[src/hw/rtl/svf_pkg.sv]
`timescale 1ns / 1ps

package svf_pkg;

    localparam int SAMPLE_WIDTH    = 32;
    localparam int DATA_WIDTH      = 32;
    localparam int COEF_WIDTH      = 32;
    localparam int PROD_WIDTH      = 64;
    // sample/4 minus two 32-bit terms needs two guard bits
    localparam int ACC_WIDTH       = DATA_WIDTH + 2;
    localparam int CFG_INDEX_WIDTH = 8;

    localparam logic signed [ACC_WIDTH-1:0] SAT_HI =
        ACC_WIDTH'((64'sd1 <<< (SAMPLE_WIDTH - 1)) - 64'sd1);
    localparam logic signed [ACC_WIDTH-1:0] SAT_LO = -SAT_HI - ACC_WIDTH'(1);

    typedef enum logic [CFG_INDEX_WIDTH-1:0] {
        REG_FREQ_COEF    = 8'd0,
        REG_DAMPING_COEF = 8'd1
    } svf_reg_index_t;

    typedef struct packed {
        logic [COEF_WIDTH-1:0] freq_coef;
        logic [COEF_WIDTH-1:0] damping_coef;
    } svf_coef_t;

    function automatic logic signed [ACC_WIDTH-1:0] sext_acc(
        input logic signed [DATA_WIDTH-1:0] v
    );
        return {{(ACC_WIDTH - DATA_WIDTH){v[DATA_WIDTH-1]}}, v};
    endfunction

    // coefficient is unsigned, value signed; product shifted right by 32 with floor
    function automatic logic signed [DATA_WIDTH-1:0] coef_mul(
        input logic [COEF_WIDTH-1:0]        coef,
        input logic signed [DATA_WIDTH-1:0] v
    );
        logic signed [PROD_WIDTH-1:0] p;
        p = $signed({1'b0, coef}) * v;
        return p[PROD_WIDTH-1 -: DATA_WIDTH];
    endfunction

    function automatic logic signed [DATA_WIDTH-1:0] sat_sample(
        input logic signed [ACC_WIDTH-1:0] v
    );
        logic signed [ACC_WIDTH-1:0] r;
        r = v;
        if (v > SAT_HI)
        begin
            r = SAT_HI;
        end
        else if (v < SAT_LO)
        begin
            r = SAT_LO;
        end
        return r[DATA_WIDTH-1:0];
    endfunction

endpackage

[src/hw/rtl/svf_regs.sv]
`timescale 1ns / 1ps

module svf_regs (
    input  logic                                clk,
    input  logic                                rst_n,
    input  logic                                cfg_valid,
    output logic                                cfg_ready,
    input  logic [svf_pkg::CFG_INDEX_WIDTH-1:0] cfg_index,
    input  logic [svf_pkg::COEF_WIDTH-1:0]      cfg_data,
    output svf_pkg::svf_coef_t                  coef
);
    import svf_pkg::*;

    svf_coef_t coef_reg;
    svf_coef_t coef_next;

    assign cfg_ready = 1'b1;
    assign coef      = coef_reg;

    always_comb
    begin
        coef_next = coef_reg;
        if (cfg_valid)
        begin
            unique case (cfg_index)
                REG_FREQ_COEF:    coef_next.freq_coef    = cfg_data;
                REG_DAMPING_COEF: coef_next.damping_coef = cfg_data;
                default:          coef_next = coef_reg;
            endcase
        end
    end

    always_ff @(posedge clk or negedge rst_n)
    begin
        if (!rst_n)
        begin
            coef_reg <= '0;
        end
        else
        begin
            coef_reg <= coef_next;
        end
    end

endmodule

[config.mk]
export PLATFORM = sky130hd
export DESIGN_NAME = svf_regs
export DESIGN_NICKNAME = d
export VERILOG_FILES = /design/src/hw/rtl/svf_pkg.sv /design/src/hw/rtl/svf_regs.sv
export SDC_FILE = /design/constraint.sdc
export NUM_CORES = 1
export LEC_CHECK = 0
export BUFFER_PORTS_ARGS = -buffer_cell sky130_fd_sc_hd__clkbuf_2
export CORE_MARGIN = 10
export CORE_UTILIZATION = 30
export DETAILED_ROUTE_END_ITERATION = 12
export GPL_TIMING_DRIVEN = 0
export PLACE_DENSITY = 0.6
export SLEW_MARGIN = 20
export SYNTH_ARGS = -nofsm -noshare
export SYNTH_HDL_FRONTEND = slang
export SYNTH_SLANG_ARGS = --single-unit
[constraint.sdc]
create_clock -name clk -period 1.3 [get_ports clk]
set_clock_uncertainty 0.05 [all_clocks]
set_input_delay 0.065 -clock clk [delete_from_list [all_inputs] [get_ports clk]]
set_output_delay 0.065 -clock clk [all_outputs]
set_load 0.005 [all_outputs]
### Word level (Yosys, flattened, before mapping)

Cells that the tools add are included.

* logic and storage cells: 6
* bits of input ports: 43
* flip-flop bits (word level): 64

* reductions and logical operators: 3
* equal/unequal tests: 1

Operators by type and width (number)
* $eq 8x1->1 const B: 1
* $logic_not 8->1: 1
* $reduce_and 2->1: 2

### Depth between registers and ports, before layout

Gate-level depths: netlist (run 1).

* depth after elaboration: 2
* depth in mapped cells: 5
* depth with buffers taken out: 3

### Worst setup path after synthesis (run 1)

Ideal clock, no wire load.

* path type: input to register
* from: input cfg_index[6] (netlist name)
* to: register coef_reg, in the netlist coef[10]
* data required time: 1125 ps
* data arrival time: 1524 ps
* buffers on the path: 2
* slack: -399 ps
* stages: 5
* cells stage by stage: or4b_4 or3_1 buf_2 buf_6 mux2_4

* longest elaborated chain between the ends: 2

Ends and longest elaborated chain
* start: declaration: line svf_regs.sv:8 `input logic [svf_pkg::CFG_INDEX_WIDTH-1:0] cfg_index,`
* $eq 8x1->1: line svf_regs.sv:25 `unique case (cfg_index)`
* $reduce_and 2->1 (no line)
* end signal: assignment: line svf_regs.sv:41 `coef_reg <= coef_next;`
* end: declaration: line svf_regs.sv:14 `svf_coef_t coef_reg;`

Every way passes these cells.
A chain may end at the register's enable or synchronous reset.

### Worst setup path after layout (run 1)

* from: input cfg_index[6] (netlist name)
* to: register coef_reg, in the netlist coef[9]

The elaborated chain is that of the path after synthesis.

==> metrics.txt, run 1 <==
# TYPE chip_impl_metric gauge
chip_impl_info{name="status",value="complete, but fails checks"} 1
chip_impl_info{name="failed_checks",value="negative setup slack"} 1
chip_impl_metric{name="max_reg_flops",unit=""} 64
chip_impl_metric{name="die_area",unit="µm²"} 12550
chip_impl_metric{name="die_h",unit="µm"} 112.0
chip_impl_metric{name="globalRouteTotalUtil",unit="%"} 11.12
chip_impl_info{name="worst_hold_path_type",value="primary input to asynchronous set/reset pin"} 1
chip_impl_metric{name="clock_insertion_delay_worst_skew",unit="ps"} 330
chip_impl_metric{name="synth-seq-cells",unit=""} 64
chip_impl_info{name="endpoint_kind",value="flop"} 1
chip_impl_metric{name="dp_worst_setup_slack",unit="ps"} -635.0
chip_impl_metric{name="synthesis.area",unit="µm²"} 2541
chip_impl_info{name="synth_common_cells",value="dfrtp_1 (64), mux2_2 (32), mux2_4 (30), buf_2 (4), buf_6 (3)"} 1
chip_impl_metric{name="htreeDepth",unit=""} 3
chip_impl_metric{name="wl_met3",unit="µm"} 506
chip_impl_metric{name="drive_gt1_share",unit="%"} 66.89
chip_impl_metric{name="global_route_wire_length_before_repair",unit="mm"} 11.37
chip_impl_metric{name="met1_length",unit="mm"} 3.007
chip_impl_metric{name="initial_core_util",unit="%"} 30.93
chip_impl_metric{name="number_of_max_capacitance_violations_reported",unit=""} 0
chip_impl_info{name="crit_path_start_kind",value="primary input"} 1
chip_impl_metric{name="final_cell_count_no_fill",unit=""} 410
chip_impl_info{name="postSynth.topFlopCell",value="dfrtp_1"} 1
chip_impl_metric{name="finalMaxSlewViolations",unit=""} 0
chip_impl_info{name="ctsRootBufferMaster",value="clkbuf_8"} 1
chip_impl_metric{name="drt_wl_total",unit="mm"} 6.940
chip_impl_metric{name="port_buffers",unit=""} 106
chip_impl_metric{name="first_global_vias",unit=""} 2082
chip_impl_metric{name="final_ws_setup",unit="ps"} -180.0
chip_impl_info{name="setup_repair_after_global_routing_missed_its_margin",value="yes"} 1
chip_impl_metric{name="cts.sink_count",unit=""} 64
chip_impl_metric{name="cp.required",unit="ps"} 1460
chip_impl_metric{name="nFillCells",unit=""} 730
chip_impl_metric{name="period_share",unit="%"} 113.8
chip_impl_metric{name="timing.critical_path.arrival",unit="ps"} 1640
chip_impl_metric{name="drc",unit=""} 0
chip_impl_metric{name="hpwlAfterDp",unit="mm"} 4.782
chip_impl_metric{name="area.growth.synth_to_final",unit="%"} 58.79
chip_impl_metric{name="dpl.cell_count",unit=""} 354
chip_impl_metric{name="cts_max_path_buffers",unit=""} 2
chip_impl_metric{name="syn_avg_cell_area",unit="µm²"} 17.90
chip_impl_metric{name="cellPowerDensity",unit="nW/µm²"} 1076
chip_impl_metric{name="p_leak",unit="nW"} 2.235
chip_impl_metric{name="die_width",unit="µm"} 112.0
chip_impl_info{name="topRoutingLayerUsed",value="met4"} 1
chip_impl_metric{name="cts.reportedPaths.clkPinSlew",unit="ps"} 60
chip_impl_metric{name="grt-ovfl-total",unit=""} 0
chip_impl_metric{name="fin_area",unit="µm²"} 4035
chip_impl_info{name="post_synth_main_area_contributors",value="dfrtp_1 (63%), mux2_4 (18%), mux2_2 (14%)"} 1
chip_impl_metric{name="setup_violations",unit=""} 63
chip_impl_metric{name="num_antenna_cells",unit=""} 0
chip_impl_metric{name="gp_routability_congestion",unit=""} 0.6548
chip_impl_metric{name="number_of_enable_flip_flop_cells_after_synthesis",unit=""} 0
chip_impl_metric{name="async_flop_share",unit="%"} 100.0
chip_impl_metric{name="multi_input_gate_area_in_the_final_layout",unit="µm²"} 1010
chip_impl_metric{name="finalHoldViolCount",unit=""} 0
chip_impl_metric{name="seq_area_frac_synth",unit="%"} 63.02
chip_impl_metric{name="unique_cell_type_count_in_the_yosys_netlist",unit=""} 13
chip_impl_metric{name="layout.nets",unit=""} 343
chip_impl_metric{name="detailroute.wirelength.met2",unit="mm"} 3.377
chip_impl_metric{name="ff2ff_path_depth",unit=""} 1
chip_impl_metric{name="pin_count_of_the_biggest_net_entering_global_routing",unit=""} 34
chip_impl_metric{name="detailedRoute.firstPassIterationCount",unit=""} 3
chip_impl_metric{name="cp_max_fo",unit=""} 10
chip_impl_metric{name="cts_buffers",unit=""} 9
chip_impl_metric{name="ir_drop",unit="µV"} 431.3
chip_impl_metric{name="yosys.area.top_type_share",unit="%"} 63.02
chip_impl_info{name="tritoncts_clock_tree",value="done"} 1
chip_impl_metric{name="max_clock_freq",unit="MHz"} 675.7
chip_impl_metric{name="core_area",unit="µm²"} 8217
chip_impl_metric{name="finish.utilization",unit="%"} 49.11
chip_impl_metric{name="drt.antenna.violating_nets",unit=""} 0
chip_impl_metric{name="timing.final.crit_period",unit="ps"} 1480
chip_impl_metric{name="placement_rows",unit=""} 33
chip_impl_metric{name="ys.warnings.count",unit=""} 0
chip_impl_metric{name="final-seq-area",unit="µm²"} 1602
chip_impl_metric{name="route.detailed.wl_per_inst",unit="µm"} 16.93
chip_impl_metric{name="finalSetupTns",unit="ps"} -6586
chip_impl_info{name="netlist.top_cell.by_area",value="dfrtp_1"} 1
chip_impl_metric{name="detail_route.iter0.violations",unit=""} 29
chip_impl_metric{name="dpl-instance-area",unit="µm²"} 3251
chip_impl_metric{name="io_pins",unit=""} 108
chip_impl_metric{name="drt-vias-per-instance",unit=""} 4.234
chip_impl_metric{name="netlist_instances",unit=""} 142
chip_impl_metric{name="net_count_after_synthesis",unit=""} 185
chip_impl_metric{name="antenna_found_initial",unit=""} 0
chip_impl_info{name="synth_most_common_cell",value="dfrtp_1"} 1
chip_impl_info{name="timing.setup.critical_path_class",value="primary input to flop"} 1
chip_impl_metric{name="detailed_route_via_count",unit=""} 1736
## worst paths after layout
check,startpoint,to,slack (ps)
min reg2reg,coef[43],coef[43],460
max,cfg_index[6],coef[9],-180
min in group clk,cfg_index[0],coef[0],300
max reg2reg,coef[46],coef[46],470
max in group asynchronous,rst_n,coef[28],470
min,rst_n,coef[10],200
## cell type report
type,count,share of cell area (%)
buffer,6,2.171
clock buffer,13,3.938
clock inverter,3,0.9922
inverter,1,0.09302
multi-input combinational,69,25.02
sequential,64,39.69
tap,105,3.256
timing repair buffer,149,24.84
## cell usage in the layout, fill, tap and decap left out
| cell type | netlist | layout |
|---|---|---|
| inv_1 | 1 | 1 |
| or4b_4 | 1 | 1 |
| clkbuf_4 | 0 | 1 |
| buf_6 | 3 | 3 |
| clkbuf_8 | 0 | 11 |
| mux2_4 | 30 | 62 |
| clkbuf_2 | 0 | 105 |
| or3_4 | 0 | 1 |
| dfrtp_1 | 64 | 64 |
| buf_12 | 0 | 4 |
| or4_4 | 0 | 1 |
| conb_1 | 1 | 1 |
| dlygate4sd3_1 | 0 | 33 |
| clkbuf_1 | 0 | 2 |
| nor3_4 | 0 | 1 |
| bufinv_16 | 0 | 1 |
| mux2_2 | 32 | 2 |
| clkinv_2 | 0 | 2 |
| buf_8 | 0 | 6 |
| buf_4 | 1 | 3 |
## cells by family after synthesis
family / after synthesis / synth area share, %
and+or+nand+nor: 4 / 1.477
buffers and inverters: 9 / 2.560
DFF: 64 / 63.02
muxes: 64 / 32.79
other: 1 / 0.1476
## what timing repair did
item | CTS | global route
setup buffers | 7 | 3
resized for setup | 45 | 8
hold endpoints to repair | 96 | 0
setup endpoints to repair | 60 | 64
pin swaps | 0 | 1
cloned | 3 | 0
hold buffers | 33 | 0
## per-layer routing
metal | GRT usage [%] | up-vias
met1 | 13.65 | 861
met5 | 0 | -
met2 | 17.40 | 61
met3 | 5.059 | 5
met4 | 2.792 | 0
li1 | - | 809
## critical path: stages
cell and delay, ps:
clkbuf_2 80, or4b_4 550, or3_4 460, buf_8 180
mux2_4 300
## metrics by stage
stage               hold slack (ps)  total power [mW]
global route                  238.2             4.558
global placement              253.7             2.526
finish                        204.0             4.343
CTS                           209.8             4.406
floorplan                    -280.6             2.296
detailed placement            32.38             2.546
## where the power goes
part / switching, mW / internal [mW] / total, mW
Clock: 0.739 / 0.987 / 1.73
Sequential: 0.0538 / 2.09 / 2.14
Combinational: 0.172 / 0.305 / 0.477
Total: 0.964 / 3.38 / 4.34
No activity file was read; power rests on OpenSTA's default activity.
==> inputs of run 2 (changes only) <==
--- a/config.mk
+++ b/config.mk
@@ -7,10 +7,10 @@
 export LEC_CHECK = 0
 export BUFFER_PORTS_ARGS = -buffer_cell sky130_fd_sc_hd__clkbuf_2
 export CORE_MARGIN = 10
-export CORE_UTILIZATION = 30
+export CORE_UTILIZATION = 49
 export DETAILED_ROUTE_END_ITERATION = 12
 export GPL_TIMING_DRIVEN = 0
-export PLACE_DENSITY = 0.6
+export PLACE_DENSITY = 0.87
 export SLEW_MARGIN = 20
 export SYNTH_ARGS = -nofsm -noshare
 export SYNTH_HDL_FRONTEND = slang
==> run 2 against run 1 <==
The flow still finishes with violations (negative setup slack). Die area down 33%. Sequential cell count did not move. Total power is 1.4% lower. First-iteration DRC count stayed put. Design area fell by 0.90%. Worst setup slack better by 15 ps. Count of clock-buffer cells in the layout down 1.
==> metrics.txt, run 2 (synthesis results as in run 1) <==
# TYPE chip_impl_metric gauge
chip_impl_metric{name="num_antenna_cells",unit=""} 0
chip_impl_metric{name="detail_route.iter0.violations",unit=""} 29
chip_impl_metric{name="finalHoldViolCount",unit=""} 0
chip_impl_metric{name="die_area",unit="µm²"} 8467
chip_impl_metric{name="final_ws_setup",unit="ps"} -165.2
chip_impl_metric{name="finalMaxSlewViolations",unit=""} 0
chip_impl_metric{name="die_h",unit="µm"} 92.02
chip_impl_metric{name="antenna_found_initial",unit=""} 0
chip_impl_metric{name="dpl-instance-area",unit="µm²"} 3207
chip_impl_metric{name="die_width",unit="µm"} 92.02
chip_impl_metric{name="p_int",unit="mW"} 3.319
chip_impl_metric{name="finish.utilization",unit="%"} 78.80
chip_impl_metric{name="layout.nets",unit=""} 342
chip_impl_metric{name="timing.critical_path.arrival",unit="ps"} 1620
chip_impl_metric{name="drc",unit=""} 0
chip_impl_metric{name="drive_gt1_share",unit="%"} 66.67
chip_impl_info{name="endpoint_kind",value="flop"} 1
chip_impl_info{name="cp_slowest_cell",value="or4_4"} 1
chip_impl_metric{name="cts_max_path_buffers",unit=""} 2
chip_impl_metric{name="drt-vias-per-instance",unit=""} 4.810
chip_impl_metric{name="cp_max_fo",unit=""} 10
chip_impl_metric{name="number_of_max_capacitance_violations_reported",unit=""} 0
chip_impl_metric{name="route.detailed.wl_per_inst",unit="µm"} 19.81
chip_impl_metric{name="max_clock_freq",unit="MHz"} 682.5
chip_impl_metric{name="port_buffers",unit=""} 106
chip_impl_info{name="ctsRootBufferMaster",value="clkbuf_8"} 1
chip_impl_info{name="worst_hold_path_type",value="primary input to asynchronous set/reset pin"} 1
chip_impl_metric{name="pin_count_of_the_biggest_net_entering_global_routing",unit=""} 41
chip_impl_info{name="tritoncts_clock_tree",value="done"} 1
chip_impl_metric{name="period_share",unit="%"} 112.7
chip_impl_metric{name="fin_area",unit="µm²"} 3999
chip_impl_info{name="timing.setup.critical_path_class",value="primary input to flop"} 1
chip_impl_metric{name="nFillCells",unit=""} 296
chip_impl_metric{name="cp.required",unit="ps"} 1460
chip_impl_info{name="commonest_cells_after_routing_fill_and_taps_aside",value="clkbuf_2 (105), dfrtp_1 (64), mux2_4 (62)"} 1
chip_impl_metric{name="ir_drop",unit="µV"} 879.6
chip_impl_info{name="status",value="complete, but fails checks"} 1
chip_impl_metric{name="cts_buffers",unit=""} 9
chip_impl_metric{name="timing.final.crit_period",unit="ps"} 1465
chip_impl_metric{name="cts.reportedPaths.clkPinSlew",unit="ps"} 70
chip_impl_metric{name="power.share.switching",unit="%"} 22.53
chip_impl_info{name="layout.cells.most_common",value="clkbuf_2"} 1
chip_impl_metric{name="setup_violations",unit=""} 64
chip_impl_metric{name="power.share.combinational",unit="%"} 11.4
chip_impl_info{name="crit_path_start_kind",value="primary input"} 1
chip_impl_metric{name="seq_power_share",unit="%"} 50.1
chip_impl_metric{name="io_pins",unit=""} 108
chip_impl_metric{name="drt_wl_total",unit="mm"} 7.389
chip_impl_metric{name="clock_power_share",unit="%"} 38.4
chip_impl_metric{name="total_power",unit="mW"} 4.284
chip_impl_metric{name="cellPowerDensity",unit="nW/µm²"} 1071
chip_impl_metric{name="cts.sink_count",unit=""} 64
chip_impl_metric{name="grt-ovfl-total",unit=""} 0
chip_impl_metric{name="switching_power",unit="µW"} 964.9
chip_impl_metric{name="core_area",unit="µm²"} 5075
chip_impl_metric{name="first_global_vias",unit=""} 2133
chip_impl_metric{name="detailedRoute.firstPassIterationCount",unit=""} 4
chip_impl_metric{name="clock_insertion_delay_worst_skew",unit="ps"} 320
chip_impl_metric{name="area.growth.synth_to_final",unit="%"} 57.36
chip_impl_metric{name="drt.antenna.violating_nets",unit=""} 0
chip_impl_metric{name="hpwlAfterDp",unit="mm"} 4.852
chip_impl_metric{name="detailed_route_via_count",unit=""} 1794
chip_impl_metric{name="critical_path.max_stage_delay",unit="ps"} 550
chip_impl_metric{name="placement_rows",unit=""} 26
chip_impl_metric{name="max_reg_flops",unit=""} 64
chip_impl_info{name="setup_repair_after_global_routing_missed_its_margin",value="yes"} 1
chip_impl_metric{name="p_leak",unit="nW"} 2.228
chip_impl_metric{name="global_route_wire_length_before_repair",unit="mm"} 12.02
chip_impl_metric{name="gp_routability_congestion",unit=""} 0.7504
chip_impl_metric{name="htreeDepth",unit=""} 3
chip_impl_metric{name="globalRouteTotalUtil",unit="%"} 18.04
chip_impl_info{name="failed_checks",value="negative setup slack"} 1
chip_impl_info{name="crit_chain",value="clkbuf_2, or4_4, or3_4, buf_8, mux2_4"} 1
chip_impl_metric{name="initial_core_util",unit="%"} 50.07
## run 2: metrics by stage
stage / setup WS [ps] / hold slack (ps) / instances / TNS, ps
floorplan: -397.8 / -280.6 / 142 / -21560
global placement: -579.6 / 253.9 / 318 / -48150
detailed placement: -613.0 / -23.49 / 319 / -34940
CTS: -185.0 / 153.9 / 375 / -7139
global route: -184.0 / 217.6 / 373 / -8770
finish: -165.2 / 182.8 / 373 / -7366
## run 2: power by group through the flow
stage / registers [mW] / clock network (mW) / logic (mW)
global route: 2.16 / 1.77 / 0.532
CTS: 2.14 / 1.66 / 0.491
finish: 2.15 / 1.65 / 0.490
global placement: 2.17 / 0 / 0.354
detailed placement: 2.18 / 0 / 0.375
floorplan: 2.18 / 0 / 0.118
## run 2: worst paths after layout
kind                              startpoint       end  slack (ps)  depth (start not counted)
worst min-delay path                   rst_n  coef[61]         180                          2
min in group clk                cfg_index[0]  coef[31]         330                          5
worst min register to register      coef[36]  coef[36]         460                          1
worst max register to register      coef[54]  coef[54]         450                          1
max in group asynchronous              rst_n  coef[18]         480                          3
worst max-delay path            cfg_index[7]  coef[23]        -170                          5
## run 2: timing repair
action                                  CTS  global route
buffers inserted                          5             0
pin swaps                                 0             4
gates resized for setup                  49             4
cloned                                    3             0
endpoints found under the hold margin   128             0
hold buffers                             33             0
endpoints found under the setup margin   60            64
## run 2: cell type report
type	instances	area (µm²)	share of cell area [%]
tap	70	87.58	2.190
sequential	64	1602	40.05
timing repair buffer	147	996.0	24.91
clock inverter	3	42.54	1.064
buffer	7	112.6	2.816
clock buffer	12	145.1	3.630
inverter	1	3.754	0.09387
multi-input combinational	69	1010	25.25
## run 2: per-layer routing
metal  share of wire (%)  vias up  global-route usage [%]
met5                   0        -                       0
met4                 1.4        0                   6.170
met3                 7.9       10                   7.090
met2                  52       71                   31.18
met1                  38      897                   19.74
li1                    -      816                       -
## run 2: worst max-delay path, delay by kind of cell
family | cells | cell delay, ps
mux | 1 | 300
buf+inv | 2 | 260
simple gates | 2 | 990
